File: config.mk
export PLATFORM = sky130hd
export DESIGN_NAME = delimited_byte_fifo_top
export DESIGN_NICKNAME = d
export VERILOG_FILES = /design/src/rtl/dbf_pkg.sv /design/src/rtl/delimited_byte_fifo_top.sv /design/src/rtl/dbf_ram.sv /design/src/rtl/dbf_ctrl.sv /design/src/rtl/dbf_datapath.sv
export SDC_FILE = /design/constraint.sdc
export NUM_CORES = 1
export LEC_CHECK = 0
export BUFFER_PORTS_ARGS = -buffer_cell sky130_fd_sc_hd__buf_4
export CAP_MARGIN = 0
export CORE_ASPECT_RATIO = 1.25
export CORE_MARGIN = 2
export CORE_UTILIZATION = 45
export DETAILED_ROUTE_END_ITERATION = 10
export PLACE_DENSITY_LB_ADDON = 0.15
export SYNTH_ARGS = -nofsm -noshare
export SYNTH_HDL_FRONTEND = slang
export SYNTH_SLANG_ARGS = --single-unit
File: constraint.sdc
create_clock -name aclk -period 5.6 [get_ports aclk]
set_input_delay 0.28 -clock aclk [delete_from_list [all_inputs] [get_ports aclk]]
set_output_delay 0.28 -clock aclk [all_outputs]
set_load 0.01 [all_outputs]
File: src/rtl/dbf_pkg.sv
package dbf_pkg;

    localparam int BYTE_W   = 8;
    localparam int ACTION_W = 3;
    localparam int STATUS_W = 2;
    localparam int INDEX_W  = 6;
    localparam int FILL_W   = 7;

    localparam logic [ACTION_W-1:0] ACT_PUSH       = 3'd0;
    localparam logic [ACTION_W-1:0] ACT_POP        = 3'd1;
    localparam logic [ACTION_W-1:0] ACT_FIND       = 3'd2;
    localparam logic [ACTION_W-1:0] ACT_READ_UNTIL = 3'd3;
    localparam logic [ACTION_W-1:0] ACT_CLEAR      = 3'd4;

    localparam logic [STATUS_W-1:0] ST_OK        = 2'd0;
    localparam logic [STATUS_W-1:0] ST_FULL      = 2'd1;
    localparam logic [STATUS_W-1:0] ST_EMPTY     = 2'd2;
    localparam logic [STATUS_W-1:0] ST_NOT_FOUND = 2'd3;

    localparam logic [BYTE_W-1:0] EMPTY_POP_BYTE = 8'hff;

    typedef enum logic [3:0] {
        S_IDLE,
        S_DISPATCH,
        S_POP_OUT,
        S_SCAN_RD,
        S_SCAN_CMP,
        S_SCAN_DONE,
        S_EMIT_RD,
        S_EMIT_OUT
    } ctrl_state_t;

    typedef enum logic [2:0] {
        RES_STATUS,
        RES_POP_EMPTY,
        RES_POP,
        RES_FIND,
        RES_RUN
    } res_kind_t;

    typedef struct packed {
        logic                load_in;
        logic                rd_en;
        logic                wr_en;
        logic                cnt_inc;
        logic                drop_one;
        logic                drop_run;
        logic                clear;
        logic                idx_clr;
        logic                idx_inc;
        logic                scan_hit;
        logic                scan_miss;
        logic                out_load;
        res_kind_t           res_kind;
        logic [STATUS_W-1:0] res_status;
    } dbf_cmd_t;

    typedef struct packed {
        logic [ACTION_W-1:0] action;
        logic                empty;
        logic                full;
        logic                match;
        logic                scan_last;
        logic                found;
        logic                pos_zero;
        logic                run_last;
        logic                out_free;
    } dbf_stat_t;

endpackage

File: src/rtl/delimited_byte_fifo_top.sv
// A byte FIFO of DEPTH entries that also searches its contents for a byte.
// Each input beat carries one action: push, pop, find, read-until-delimiter
// or clear. Every action returns exactly one result beat with last set,
// except a read-until that finds its delimiter past the head, which returns
// one beat per byte ahead of the delimiter, the final one with last set, and
// then drops those bytes together with the delimiter. Every result beat
// carries the fill count as it stands once the action is complete. The
// block handles one action at a time. Push, clear and unused action codes
// finish in the dispatch state; a pop reads there and then loads its byte.
// Find and read-until walk the stored entries from the head through the
// single read port of the store, a read and a compare state per entry,
// and a read-until run then reads and loads each emitted byte in turn.
// A stalled result port holds the block at its next result; a new input
// beat is taken as soon as the previous action has loaded its final result,
// even while that result still waits to be taken. The store is a circular
// buffer with no reset of its own, so the block is ready right out of reset.

module delimited_byte_fifo_top import dbf_pkg::*; #(
    parameter int DEPTH = 64
) (
    input  logic                aclk,
    input  logic                aresetn,
    input  logic                s_valid,
    output logic                s_ready,
    input  logic [ACTION_W-1:0] s_action,
    input  logic [BYTE_W-1:0]   s_operand_byte,
    output logic                m_valid,
    input  logic                m_ready,
    output logic [BYTE_W-1:0]   m_out_byte,
    output logic                m_byte_valid,
    output logic                m_last,
    output logic [STATUS_W-1:0] m_status,
    output logic [INDEX_W-1:0]  m_found_index,
    output logic [FILL_W-1:0]   m_fill_count
);

    // Commands flow from the controller to the datapath, status flows back.
    dbf_cmd_t  cmd;
    dbf_stat_t stat;

    dbf_ctrl u_ctrl (
        .aclk   (aclk),
        .aresetn(aresetn),
        .s_valid(s_valid),
        .s_ready(s_ready),
        .stat   (stat),
        .cmd    (cmd)
    );

    // The datapath owns the store, the head and count, the scan index and
    // the result register that decouples the two ports.
    dbf_datapath #(
        .DEPTH(DEPTH)
    ) u_datapath (
        .aclk          (aclk),
        .aresetn       (aresetn),
        .cmd           (cmd),
        .stat          (stat),
        .s_action      (s_action),
        .s_operand_byte(s_operand_byte),
        .m_valid       (m_valid),
        .m_ready       (m_ready),
        .m_out_byte    (m_out_byte),
        .m_byte_valid  (m_byte_valid),
        .m_last        (m_last),
        .m_status      (m_status),
        .m_found_index (m_found_index),
        .m_fill_count  (m_fill_count)
    );

endmodule

File: src/rtl/dbf_ram.sv
module dbf_ram #(
    parameter int WIDTH = 8,
    parameter int DEPTH = 64
) (
    input  logic                     clk,
    input  logic                     we,
    input  logic [$clog2(DEPTH)-1:0] waddr,
    input  logic [WIDTH-1:0]         wdata,
    input  logic                     re,
    input  logic [$clog2(DEPTH)-1:0] raddr,
    output logic [WIDTH-1:0]         rdata
);

    logic [WIDTH-1:0] mem [DEPTH];

    always_ff @(posedge clk) begin
        if (we) begin
            mem[waddr] <= wdata;
        end
        if (re) begin
            rdata <= mem[raddr];
        end
    end

endmodule

File: src/rtl/dbf_ctrl.sv
module dbf_ctrl import dbf_pkg::*; (
    input  logic      aclk,
    input  logic      aresetn,
    input  logic      s_valid,
    output logic      s_ready,
    input  dbf_stat_t stat,
    output dbf_cmd_t  cmd
);

    ctrl_state_t state_reg, state_next;

    always_ff @(posedge aclk) begin
        if (!aresetn) begin
            state_reg <= S_IDLE;
        end else begin
            state_reg <= state_next;
        end
    end

    // Next state.
    always_comb begin
        state_next = state_reg;
        case (state_reg)
            S_IDLE: begin
                if (s_valid) begin
                    state_next = S_DISPATCH;
                end
            end
            S_DISPATCH: begin
                case (stat.action)
                    ACT_POP: begin
                        if (!stat.empty) begin
                            state_next = S_POP_OUT;
                        end else if (stat.out_free) begin
                            state_next = S_IDLE;
                        end
                    end
                    ACT_FIND, ACT_READ_UNTIL: begin
                        if (!stat.empty) begin
                            state_next = S_SCAN_CMP;
                        end else if (stat.out_free) begin
                            state_next = S_IDLE;
                        end
                    end
                    default: begin
                        if (stat.out_free) begin
                            state_next = S_IDLE;
                        end
                    end
                endcase
            end
            S_POP_OUT: begin
                if (stat.out_free) begin
                    state_next = S_IDLE;
                end
            end
            S_SCAN_RD: begin
                state_next = S_SCAN_CMP;
            end
            S_SCAN_CMP: begin
                if (stat.match || stat.scan_last) begin
                    state_next = S_SCAN_DONE;
                end else begin
                    state_next = S_SCAN_RD;
                end
            end
            S_SCAN_DONE: begin
                if (stat.action == ACT_READ_UNTIL && stat.found && !stat.pos_zero) begin
                    state_next = S_EMIT_RD;
                end else if (stat.out_free) begin
                    state_next = S_IDLE;
                end
            end
            S_EMIT_RD: begin
                state_next = S_EMIT_OUT;
            end
            S_EMIT_OUT: begin
                if (stat.out_free) begin
                    state_next = stat.run_last ? S_IDLE : S_EMIT_RD;
                end
            end
            default: begin
                state_next = S_IDLE;
            end
        endcase
    end

    // Commands to the datapath.
    always_comb begin
        s_ready        = 1'b0;
        cmd            = '0;
        cmd.res_kind   = RES_STATUS;
        cmd.res_status = ST_OK;
        case (state_reg)
            S_IDLE: begin
                s_ready     = 1'b1;
                cmd.load_in = s_valid;
            end
            S_DISPATCH: begin
                case (stat.action)
                    ACT_PUSH: begin
                        if (stat.out_free) begin
                            cmd.out_load = 1'b1;
                            if (stat.full) begin
                                cmd.res_status = ST_FULL;
                            end else begin
                                cmd.wr_en   = 1'b1;
                                cmd.cnt_inc = 1'b1;
                            end
                        end
                    end
                    ACT_POP: begin
                        if (!stat.empty) begin
                            cmd.rd_en = 1'b1;
                        end else if (stat.out_free) begin
                            cmd.out_load = 1'b1;
                            cmd.res_kind = RES_POP_EMPTY;
                        end
                    end
                    ACT_FIND, ACT_READ_UNTIL: begin
                        if (!stat.empty) begin
                            cmd.rd_en = 1'b1;
                        end else if (stat.out_free) begin
                            cmd.out_load   = 1'b1;
                            cmd.res_status = ST_EMPTY;
                        end
                    end
                    ACT_CLEAR: begin
                        if (stat.out_free) begin
                            cmd.out_load = 1'b1;
                            cmd.clear    = 1'b1;
                        end
                    end
                    default: begin
                        cmd.out_load = stat.out_free;
                    end
                endcase
            end
            S_POP_OUT: begin
                if (stat.out_free) begin
                    cmd.out_load = 1'b1;
                    cmd.res_kind = RES_POP;
                    cmd.drop_one = 1'b1;
                end
            end
            S_SCAN_RD: begin
                cmd.rd_en = 1'b1;
            end
            S_SCAN_CMP: begin
                if (stat.match) begin
                    cmd.scan_hit = 1'b1;
                end else if (stat.scan_last) begin
                    cmd.scan_miss = 1'b1;
                end else begin
                    cmd.idx_inc = 1'b1;
                end
            end
            S_SCAN_DONE: begin
                if (stat.action == ACT_READ_UNTIL && stat.found && !stat.pos_zero) begin
                    cmd.idx_clr = 1'b1;
                end else if (stat.out_free) begin
                    cmd.out_load = 1'b1;
                    if (!stat.found) begin
                        cmd.res_status = ST_NOT_FOUND;
                    end else if (stat.action == ACT_FIND) begin
                        cmd.res_kind = RES_FIND;
                    end else begin
                        cmd.drop_run = 1'b1;
                    end
                end
            end
            S_EMIT_RD: begin
                cmd.rd_en = 1'b1;
            end
            S_EMIT_OUT: begin
                if (stat.out_free) begin
                    cmd.out_load = 1'b1;
                    cmd.res_kind = RES_RUN;
                    if (stat.run_last) begin
                        cmd.drop_run = 1'b1;
                    end else begin
                        cmd.idx_inc = 1'b1;
                    end
                end
            end
            default: begin
                cmd = '0;
            end
        endcase
    end

endmodule

File: src/rtl/dbf_datapath.sv
module dbf_datapath import dbf_pkg::*; #(
    parameter int DEPTH = 64
) (
    input  logic                aclk,
    input  logic                aresetn,
    input  dbf_cmd_t            cmd,
    output dbf_stat_t           stat,
    input  logic [ACTION_W-1:0] s_action,
    input  logic [BYTE_W-1:0]   s_operand_byte,
    output logic                m_valid,
    input  logic                m_ready,
    output logic [BYTE_W-1:0]   m_out_byte,
    output logic                m_byte_valid,
    output logic                m_last,
    output logic [STATUS_W-1:0] m_status,
    output logic [INDEX_W-1:0]  m_found_index,
    output logic [FILL_W-1:0]   m_fill_count
);

    localparam int AW = $clog2(DEPTH);
    localparam int CW = AW + 1;
    localparam logic [CW-1:0] DEPTH_C = CW'(DEPTH);

    logic [ACTION_W-1:0] action_reg;
    logic [BYTE_W-1:0]   operand_reg;
    logic [AW-1:0]       head_reg, head_next;
    logic [CW-1:0]       count_reg, count_next;
    logic [AW-1:0]       idx_reg, idx_next;
    logic [AW-1:0]       pos_reg;
    logic                found_reg;
    logic                m_valid_reg, m_valid_next;
    logic [BYTE_W-1:0]   out_byte_reg, out_byte_next;
    logic                byte_valid_reg, byte_valid_next;
    logic                last_reg, last_next;
    logic [STATUS_W-1:0] status_reg, status_next;
    logic [INDEX_W-1:0]  found_index_reg, found_index_next;
    logic [FILL_W-1:0]   fill_count_reg, fill_count_next;

    logic [BYTE_W-1:0] rdata;
    logic [CW-1:0]     rd_sum, wr_sum, run_sum;
    logic [AW-1:0]     rd_addr, wr_addr, run_head;
    logic [CW-1:0]     run_fill;
    logic              out_free;

    // Circular addressing: the sum of two in-range terms stays below twice
    // the depth, so a single conditional subtract wraps it.
    assign rd_sum   = {1'b0, head_reg} + {1'b0, idx_reg};
    assign rd_addr  = AW'((rd_sum >= DEPTH_C) ? rd_sum - DEPTH_C : rd_sum);
    assign wr_sum   = {1'b0, head_reg} + {1'b0, AW'(count_reg)};
    assign wr_addr  = AW'((wr_sum >= DEPTH_C) ? wr_sum - DEPTH_C : wr_sum);
    assign run_sum  = {1'b0, head_reg} + {1'b0, pos_reg} + CW'(1);
    assign run_head = AW'((run_sum >= DEPTH_C) ? run_sum - DEPTH_C : run_sum);
    assign run_fill = count_reg - {1'b0, pos_reg} - CW'(1);
    assign out_free = !m_valid_reg || m_ready;

    dbf_ram #(
        .WIDTH(BYTE_W),
        .DEPTH(DEPTH)
    ) u_store (
        .clk  (aclk),
        .we   (cmd.wr_en),
        .waddr(wr_addr),
        .wdata(operand_reg),
        .re   (cmd.rd_en),
        .raddr(rd_addr),
        .rdata(rdata)
    );

    always_comb begin
        stat.action    = action_reg;
        stat.empty     = (count_reg == '0);
        stat.full      = (count_reg == DEPTH_C);
        stat.match     = (rdata == operand_reg);
        stat.scan_last = (({1'b0, idx_reg} + CW'(1)) == count_reg);
        stat.found     = found_reg;
        stat.pos_zero  = (pos_reg == '0);
        stat.run_last  = (({1'b0, idx_reg} + CW'(1)) == {1'b0, pos_reg});
        stat.out_free  = out_free;
    end

    always_comb begin
        head_next  = head_reg;
        count_next = count_reg;
        if (cmd.clear) begin
            head_next  = '0;
            count_next = '0;
        end else if (cmd.cnt_inc) begin
            count_next = count_reg + CW'(1);
        end else if (cmd.drop_one) begin
            head_next  = (head_reg == AW'(DEPTH - 1)) ? '0 : head_reg + AW'(1);
            count_next = count_reg - CW'(1);
        end else if (cmd.drop_run) begin
            head_next  = run_head;
            count_next = run_fill;
        end
    end

    always_comb begin
        idx_next = idx_reg;
        if (cmd.load_in || cmd.idx_clr) begin
            idx_next = '0;
        end else if (cmd.idx_inc) begin
            idx_next = idx_reg + AW'(1);
        end
    end

    always_comb begin
        m_valid_next = m_valid_reg;
        if (cmd.out_load) begin
            m_valid_next = 1'b1;
        end else if (m_ready) begin
            m_valid_next = 1'b0;
        end
    end

    // Next contents of the result register.
    always_comb begin
        out_byte_next    = out_byte_reg;
        byte_valid_next  = byte_valid_reg;
        last_next        = last_reg;
        status_next      = status_reg;
        found_index_next = found_index_reg;
        fill_count_next  = fill_count_reg;
        if (cmd.out_load) begin
            out_byte_next    = '0;
            byte_valid_next  = 1'b0;
            last_next        = 1'b1;
            status_next      = ST_OK;
            found_index_next = '0;
            fill_count_next  = FILL_W'(count_next);
            case (cmd.res_kind)
                RES_STATUS: begin
                    status_next = cmd.res_status;
                end
                RES_POP_EMPTY: begin
                    out_byte_next = EMPTY_POP_BYTE;
                    status_next   = ST_EMPTY;
                end
                RES_POP: begin
                    out_byte_next   = rdata;
                    byte_valid_next = 1'b1;
                end
                RES_FIND: begin
                    found_index_next = INDEX_W'(pos_reg);
                end
                RES_RUN: begin
                    out_byte_next   = rdata;
                    byte_valid_next = 1'b1;
                    last_next       = stat.run_last;
                    fill_count_next = FILL_W'(run_fill);
                end
                default: begin
                    status_next = ST_OK;
                end
            endcase
        end
    end

    always_ff @(posedge aclk) begin
        if (!aresetn) begin
            head_reg    <= '0;
            count_reg   <= '0;
            idx_reg     <= '0;
            found_reg   <= 1'b0;
            m_valid_reg <= 1'b0;
        end else begin
            head_reg    <= head_next;
            count_reg   <= count_next;
            idx_reg     <= idx_next;
            m_valid_reg <= m_valid_next;
            if (cmd.scan_hit) begin
                found_reg <= 1'b1;
            end else if (cmd.scan_miss) begin
                found_reg <= 1'b0;
            end
        end
    end

    always_ff @(posedge aclk) begin
        if (cmd.load_in) begin
            action_reg  <= s_action;
            operand_reg <= s_operand_byte;
        end
        if (cmd.scan_hit) begin
            pos_reg <= idx_reg;
        end
        out_byte_reg    <= out_byte_next;
        byte_valid_reg  <= byte_valid_next;
        last_reg        <= last_next;
        status_reg      <= status_next;
        found_index_reg <= found_index_next;
        fill_count_reg  <= fill_count_next;
    end

    assign m_valid       = m_valid_reg;
    assign m_out_byte    = out_byte_reg;
    assign m_byte_valid  = byte_valid_reg;
    assign m_last        = last_reg;
    assign m_status      = status_reg;
    assign m_found_index = found_index_reg;
    assign m_fill_count  = fill_count_reg;

    // The fill count never passes the depth.
    a_count_range: assert property (@(posedge aclk) disable iff (!aresetn)
        count_reg <= DEPTH_C)
        else $error("fill count above depth");

    // A result is loaded only into a free output register.
    a_out_free: assert property (@(posedge aclk) disable iff (!aresetn)
        cmd.out_load |-> out_free)
        else $error("result register overwritten");

    // A write is never issued into a full store.
    a_no_write_full: assert property (@(posedge aclk) disable iff (!aresetn)
        cmd.wr_en |-> (count_reg < DEPTH_C))
        else $error("write into full store");

    // A read is only of a stored entry.
    a_read_stored: assert property (@(posedge aclk) disable iff (!aresetn)
        cmd.rd_en |-> ({1'b0, idx_reg} < count_reg))
        else $error("read beyond stored entries");

    // Every drop leaves the fill count lower than before.
    a_drop_shrinks: assert property (@(posedge aclk) disable iff (!aresetn)
        (cmd.drop_one || cmd.drop_run) |=> (count_reg < $past(count_reg)))
        else $error("drop did not shrink the store");

endmodule
==> metrics, run 1 <==
Worst Path Buf+Inv 1; Synth top area share about 68%; dominant cell type by area after synthesis edfxtp_1; Post-synth top flop edfxtp_1; CP Max Fanout 47; Cell Area, Synth ~25000 sq um; max reg flops between 500 and 600; met1 track demand over resource about 27%; crit-path most repeated cell mux4_2; Largest Register u_datapath.u_store.mem; register area share after synthesis 70.44%; num ports 42; sequential power share a little under three fifths; Pint between 6000 and 7000 uW; RSZ-0062 raised after global routing false; cells after synthesis 1329; IO buf count slightly above 40; GR peak layer met2; final RePlAce weighted congestion 0.8764; Worst-Margin Slew between 1 and 1.5 ns; CTS tree built; Tcrit/Tclk final 75.21%; Mapped Nets approximately 1400; Synth-to-Final Area Change 12.26%; first-pass GRT wire length just under 90 mm; Iteration-0 DRC Markers between 1000 and 1500; GRT met3 Usage just over 3%; peak supply drop between 0.0002 and 0.00025 V; Root Buffer clkbuf_16; drt drc 0; worst-path cell chain ha_4 -> fa_4 -> buf_4 -> mux4_2 -> mux4_2 -> a211oi_1 -> a21oi_1; Switching Share between 10% and 20%; Critical Path RT 5.91 ns; Max-slew headroom about 18%; Synth area leaders edfxtp_1 (68%), mux4_2 (15%), dfxtp_1 (2.0%); Detail Placement HPWL 36.56 mm; total iterations of the first detailed-routing run 5; cts repair resizes 0; vias in the first global route between 10000 and 15000; Final Hold Viols 0; fin crit period 4.212 ns; grt met2 use between 30% and 40%; Final Skew approximately 0.039 ns; pin count of the biggest net entering global routing 66; Setup CP Type flop to flop; CTS buffer count between 50 and 60; core footprint 53960 sq um; Post-Route WL between 50 and 60 mm; CTS sink cnt roughly 590; Synth Register Bits 587; Clock Path Buffers 3; status complete, no violations; GRT Overall Usage 21.28%; Psw between 1500 and 2000 uW; row count 95; Routed WL per cell approximately 27 microns; slowest library cell on the worst path fa_4; clock slew at reported path FFs ~0.060 ns; max_cap viols 0; initial antenna violation count 0; WP data arrival 4.52 ns; Finished Core Util a little over 50%; Clock power frac around 43%; CP top delay family adder cells; CP max stage delay between 1 and 1.5 ns; P per Cell Area slightly above 300 nW/um^2; Synth cell types between 70 and 80; gr ovfl total 0; setup-violating endpoint count in the final report 0; FFs w/ async S/R, synth 0%; clk_lat worst skew slightly above 0.6 ns; htree depth 2; Post-Syn Area per Cell roughly 19 sq um; antenna-violating nets left 0; Peak Freq ~240 MHz; share of cells above drive strength 1 between 20% and 30%; die area about 57000 sq um; Yosys Warn Count 0; Startpoint Class flop; fill count around 4400; Initial Util between 40 and 50%; Comb pwr share ~1.2%; vias per cell about 5.8; worst reg-to-reg setup slack 1.39 ns; Post-synth EDFFs between 500 and 600; Setup crit end kind flop; Via Count roughly 13000; # nets final approximately 1400; Leakage 0.008815 uW; setup TNS 0 ns; Die Width 213.4 microns; Worst Hold Class input pin to flop; die height about 270 microns; antenna cells 0; Slew Limit Fails 0
[layout make-up]
| class | instances | area [sq um] | area share, % |
|---|---|---|---|
| clock buffers | 74 | 1490 | 5.381 |
| clock inverters | 26 | 232.7 | 0.8403 |
| inverters | 20 | 75.07 | 0.2711 |
| multi-input cells | 657 | 6949 | 25.09 |
| flip-flops and latches | 587 | 17380 | 62.75 |
| well taps | 727 | 909.6 | 3.285 |
| repair buffers | 79 | 660.6 | 2.385 |
[metal layers]
layer	vias up	part of all wire, %	wire (microns)
li1	5520	-	-
met1	6587	40	23110
met2	365	52	30280
met3	100	4.5	2606
met4	0	4.0	2330
met5	-	0	0
[power groups by stage]
| stage | Clock (uW) | Sequential, uW | Combinational [uW] |
|---|---|---|---|
| CTS | 3710 | 4800 | 104 |
| global placement | 0 | 4890 | 92.8 |
| floorplan | 0 | 4910 | 25.3 |
| global route | 3870 | 4800 | 111 |
| detailed placement | 0 | 4890 | 96.6 |
| finish | 3640 | 4800 | 101 |
[cells in the mapped netlist (all sizes together), types with 3 or more instances]
| master | instances |
|---|---|
| nand3b | 4 |
| a21oi | 39 |
| xnor2 | 24 |
| fa | 4 |
| nand2b | 6 |
| a21o | 12 |
| clkbuf | 29 |
| nor2b | 16 |
| and3 | 3 |
| xor2 | 29 |
| o211a | 3 |
| nor3 | 7 |
| mux2i | 12 |
| inv | 20 |
| and2 | 5 |
| nand2 | 48 |
| o21ai | 19 |
| o211ai | 11 |
| nand3 | 22 |
| dfxtp | 25 |
| or4 | 6 |
| edfxtp | 562 |
| buf | 36 |
| or2 | 3 |
| or3 | 3 |
| o21a | 3 |
| mux4 | 160 |
| nor3b | 4 |
| a31o | 3 |
| a211oi | 8 |
| nand4 | 6 |
| ha | 26 |
| a31oi | 6 |
| nor2 | 114 |
| nor4 | 11 |
[worst min-delay path, stage by stage]
cell      delay [ns]
buf_4           0.08
nor2b_1         0.08
o21ai_0         0.08
a21boi_0        0.08
[repair_timing]
action	CTS	global route
endpoints found under the setup margin	0	0
setup buffers	0	0
hold endpoints to repair	17	0
hold buffers	12	0
[worst paths after layout]
| check | startpoint | endpoint | cells after the start |
|---|---|---|---|
| max | u_datapath.idx_reg[0] | u_datapath.u_store.rdata[2] | 7 |
| min | m_ready | u_ctrl.state_reg[0] | 4 |
| max reg2reg | u_datapath.idx_reg[0] | u_datapath.u_store.rdata[2] | 7 |
| min reg2reg | u_datapath.idx_reg[1] | u_datapath.pos_reg[1] | 0 |
[per-stage QoR]
step / setup WS (ns) / area, sq um / hold WS (ns) / cells / power, uW
final: 1.388 / 27690 / 0.03390 / 2170 / 8542
after global routing: 1.243 / 27690 / 0.05326 / 2170 / 8775
after CTS: 1.337 / 27690 / 0.01253 / 2170 / 8617
after detailed placement: 1.291 / 25850 / 0.4595 / 2058 / 4990
after global placement: 1.357 / 25850 / 0.4583 / 2058 / 4986
after floorplan: 2.498 / 24670 / 0.3789 / 1329 / 4939
[kinds of logic (layout without fill, tap and decap cells)]
kind of cell    Yosys count  count (layout)  synth area share (%)
flops                   587             587                 70.44
simple gates            267             267                 5.447
mux                     173             173                 15.14
compound gates          133             133                 3.794
buf+inv                  85             199                 1.613
xor+xnor                 53              53                 1.912
fa+ha+maj                30              30                 1.643
other cells               1               1               0.01520
[cell usage in the layout, fill, tap and decap left out, types with 4 or more instances in the layout]
master / synthesis / final
a31oi_1: 4 / 4
mux4_2: 160 / 160
o211ai_1: 11 / 11
clkinv_1: 0 / 13
bufinv_16: 0 / 4
nand2b_1: 6 / 6
inv_1: 20 / 20
nor3_1: 7 / 7
clkbuf_16: 0 / 57
xnor2_2: 0 / 4
buf_4: 4 / 64
nand3_1: 20 / 20
xnor2_1: 24 / 20
a211oi_1: 8 / 8
clkbuf_1: 28 / 17
dlygate4sd3_1: 0 / 12
a21o_1: 12 / 12
nor2_1: 111 / 111
nand4_1: 4 / 4
mux2i_1: 12 / 12
o21ai_0: 17 / 17
a21oi_1: 39 / 38
or4_1: 5 / 5
dfxtp_1: 25 / 25
ha_1: 26 / 25
nor4_1: 11 / 11
edfxtp_1: 562 / 562
nor2b_1: 16 / 16
nand2_1: 48 / 48
xor2_1: 28 / 28
and2_1: 5 / 5
No activity file was read; power rests on OpenSTA's default activity.
==> inputs of run 2 (changes only) <==
Clock period 5.6 ns to 3.7 ns, I/O delays scaled along.
==> run 2 against run 1 <==
- hold slack gained 0.26 ns
- setup slack lost 1.4 ns
- core utilization grew 2.0 points
- die area is the same
- clock skew shrank 0.028 ns
- critical path type unchanged
- largest cell class unchanged
==> metrics, run 2 (synthesized netlist as in run 1, its figures left out) <==
Setup CP Type flop to flop; gr ovfl total 0 (unchanged); Max-slew headroom 20.14% (+1.7 points); htree depth 2 (unchanged); hold slack 0.2908 ns (+0.2569 ns); Post-Route WL 60.59 mm (+3.9%); worst-path cell chain ha_4 -> fa_4 -> buf_12 -> buf_12 -> mux4_2 -> mux4_2 -> nor2b_1 -> a211oi_1 -> a21oi_1; Pint 10750 uW (+56%); initial antenna violation count 0 (unchanged); CTS tree built; Final Hold Viols 0 (unchanged); Comb pwr share 1.1% (about the same); Switching Share 19.56% (-0.050 points); Root Buffer clkbuf_16; pin count of the biggest net entering global routing 65 (-1.5%); fill count 4307 (-2.6%); WP data arrival 4.03 ns (-0.49 ns); clk_lat worst skew 0.62 ns (about the same); Clock Path Buffers 3 (unchanged); core footprint 53960 sq um (unchanged); Routed WL per cell 26.49 microns (-1.4%); Critical Path RT 4.03 ns (-1.88 ns); GRT Overall Usage 21.90% (+0.62 points); total iterations of the first detailed-routing run 5 (unchanged); Startpoint Class flop; Setup crit end kind flop; Worst-Margin Slew 1.198 ns (-0.02163 ns); slowest library cell on the worst path fa_4; Tcrit/Tclk final 99.88% (+25 points); CP top delay family adder cells; num ports 42 (unchanged); Slew Limit Fails 0 (unchanged); commonest non-fill, non-tap cell in the layout edfxtp_1; CP max stage delay 0.82 ns (-0.46 ns); Largest Register u_datapath.u_store.mem; IO buf count 41 (unchanged); Initial Util 45.72% (unchanged); final RePlAce weighted congestion 0.8668 (-1.1%); share of cells above drive strength 1 29.29% (+6.4 points); vias per cell 5.724 (-1.2%); vias in the first global route 13457 (+4.4%); Worst Path Buf+Inv 2 (+1); Leakage 0.009540 uW (+8.2%); P per Cell Area 464.0 nW/um^2 (+50%); Psw 2613 uW (+56%); antenna cells 0 (unchanged); setup-violating endpoint count in the final report 0 (unchanged); CP Max Fanout 27 (-43%); Synth-to-Final Area Change 16.70%; post-route insts no fill 2287 (+5.4%); CTS buffer count 57 (unchanged); clock slew at reported path FFs 0.06 ns (about the same); Die Width 213.4 microns (unchanged); max reg flops 512 (unchanged); drt drc 0 (unchanged); sequential power share 54.4% (-1.8 points); Finished Core Util 53.35% (+2.0 points); peak supply drop 0.0003620 V (+54%); RSZ-0062 raised after global routing true; die height 265.8 microns (unchanged); Final Skew 0.01042 ns (-0.02815 ns); # nets final 1562 (+7.9%); antenna-violating nets left 0 (unchanged); first-pass GRT wire length 89.18 mm (+3.1%); commonest cells after routing, fill and taps aside edfxtp_1 (562), buf_4 (173), mux4_2 (160); Worst Hold Class input pin to flop; Peak Freq 270.6 MHz (+14%); Detail Placement HPWL 39.40 mm (+7.8%); fin crit period 3.696 ns (-0.5160 ns); placed insts 2171 (+5.5%); status complete, no violations; CTS sink cnt 587 (unchanged); Via Count 13091 (+4.1%); Iteration-0 DRC Markers 1185 (+11%); Clock power frac 44.5% (+1.9 points); max_cap viols 0 (unchanged); die area 56720 sq um (unchanged); row count 95 (unchanged)
## run 2: cell count changes in the layout (fill, tap and decap cells not counted), sizes merged
cell and delta:
clkinv +6, inv -1, dlygate4sd3 +2, buf +113, bufinv +5, clkinvlp -1
clkbuf -7
## run 2: path summary, 6_finish.rpt
path | start | slack [ns] | cells after the start | to
max | u_datapath.head_reg[0] | 0.004 | 9 | u_datapath.u_store.rdata[2]
min | s_action[1] | 0.29 | 2 | u_datapath.action_reg[1]
max reg2reg | u_datapath.head_reg[0] | 0.004 | 9 | u_datapath.u_store.rdata[2]
min reg2reg | u_datapath.idx_reg[1] | 0.59 | 0 | u_datapath.pos_reg[1]
## run 2: layout make-up
class	instances	area, sq um	area share, %
inverter	20	75.07	0.2608
multi-input combinational	657	6960	24.18
clock buffer	67	1464	5.085
timing repair buffer	194	1579	5.485
sequential	587	17380	60.36
clock inverter	35	424.2	1.473
tap	727	909.6	3.160
## run 2: per-layer routing
layer / GRT usage [%] / routed length, microns / up-vias
met2: 38.34 / 31730 / 310
met1: 28.33 / 24890 / 6925
met4: 7.038 / 1736 / 0
li1: - / - / 5766
met5: 0 / 0 / -
met3: 2.841 / 2221 / 90
## run 2: power by group through the flow
stage	combinational, uW	sequential [uW]	clock (uW)
6_report	153	7270	5940
5_1_grt	166	7260	6300
4_1_cts	154	7270	6070
3_5_place_dp	143	7410	0
3_3_place_gp	138	7410	0
2_1_floorplan	38.3	7440	0
## run 2: through the flow
| stage | setup TNS, ns | area, sq um | setup slack [ns] | power (uW) |
|---|---|---|---|---|
| floorplan | 0 | 24670 | 0.5979 | 7475 |
| global placement | 0 | 26760 | 0.08451 | 7547 |
| detailed placement | 0 | 26760 | 0.05631 | 7552 |
| CTS | 0 | 28790 | 0.02528 | 13490 |
| global route | -0.1450 | 28790 | -0.07256 | 13730 |
| finish | 0 | 28790 | 0.004359 | 13360 |
## run 2: what timing repair did
action / in CTS / in global routing
gates resized for setup: 0 / 0
hold endpoints to repair: 17 / 0
endpoints found under the setup margin: 0 / 2
hold buffers: 14 / 0
setup buffers: 0 / 0
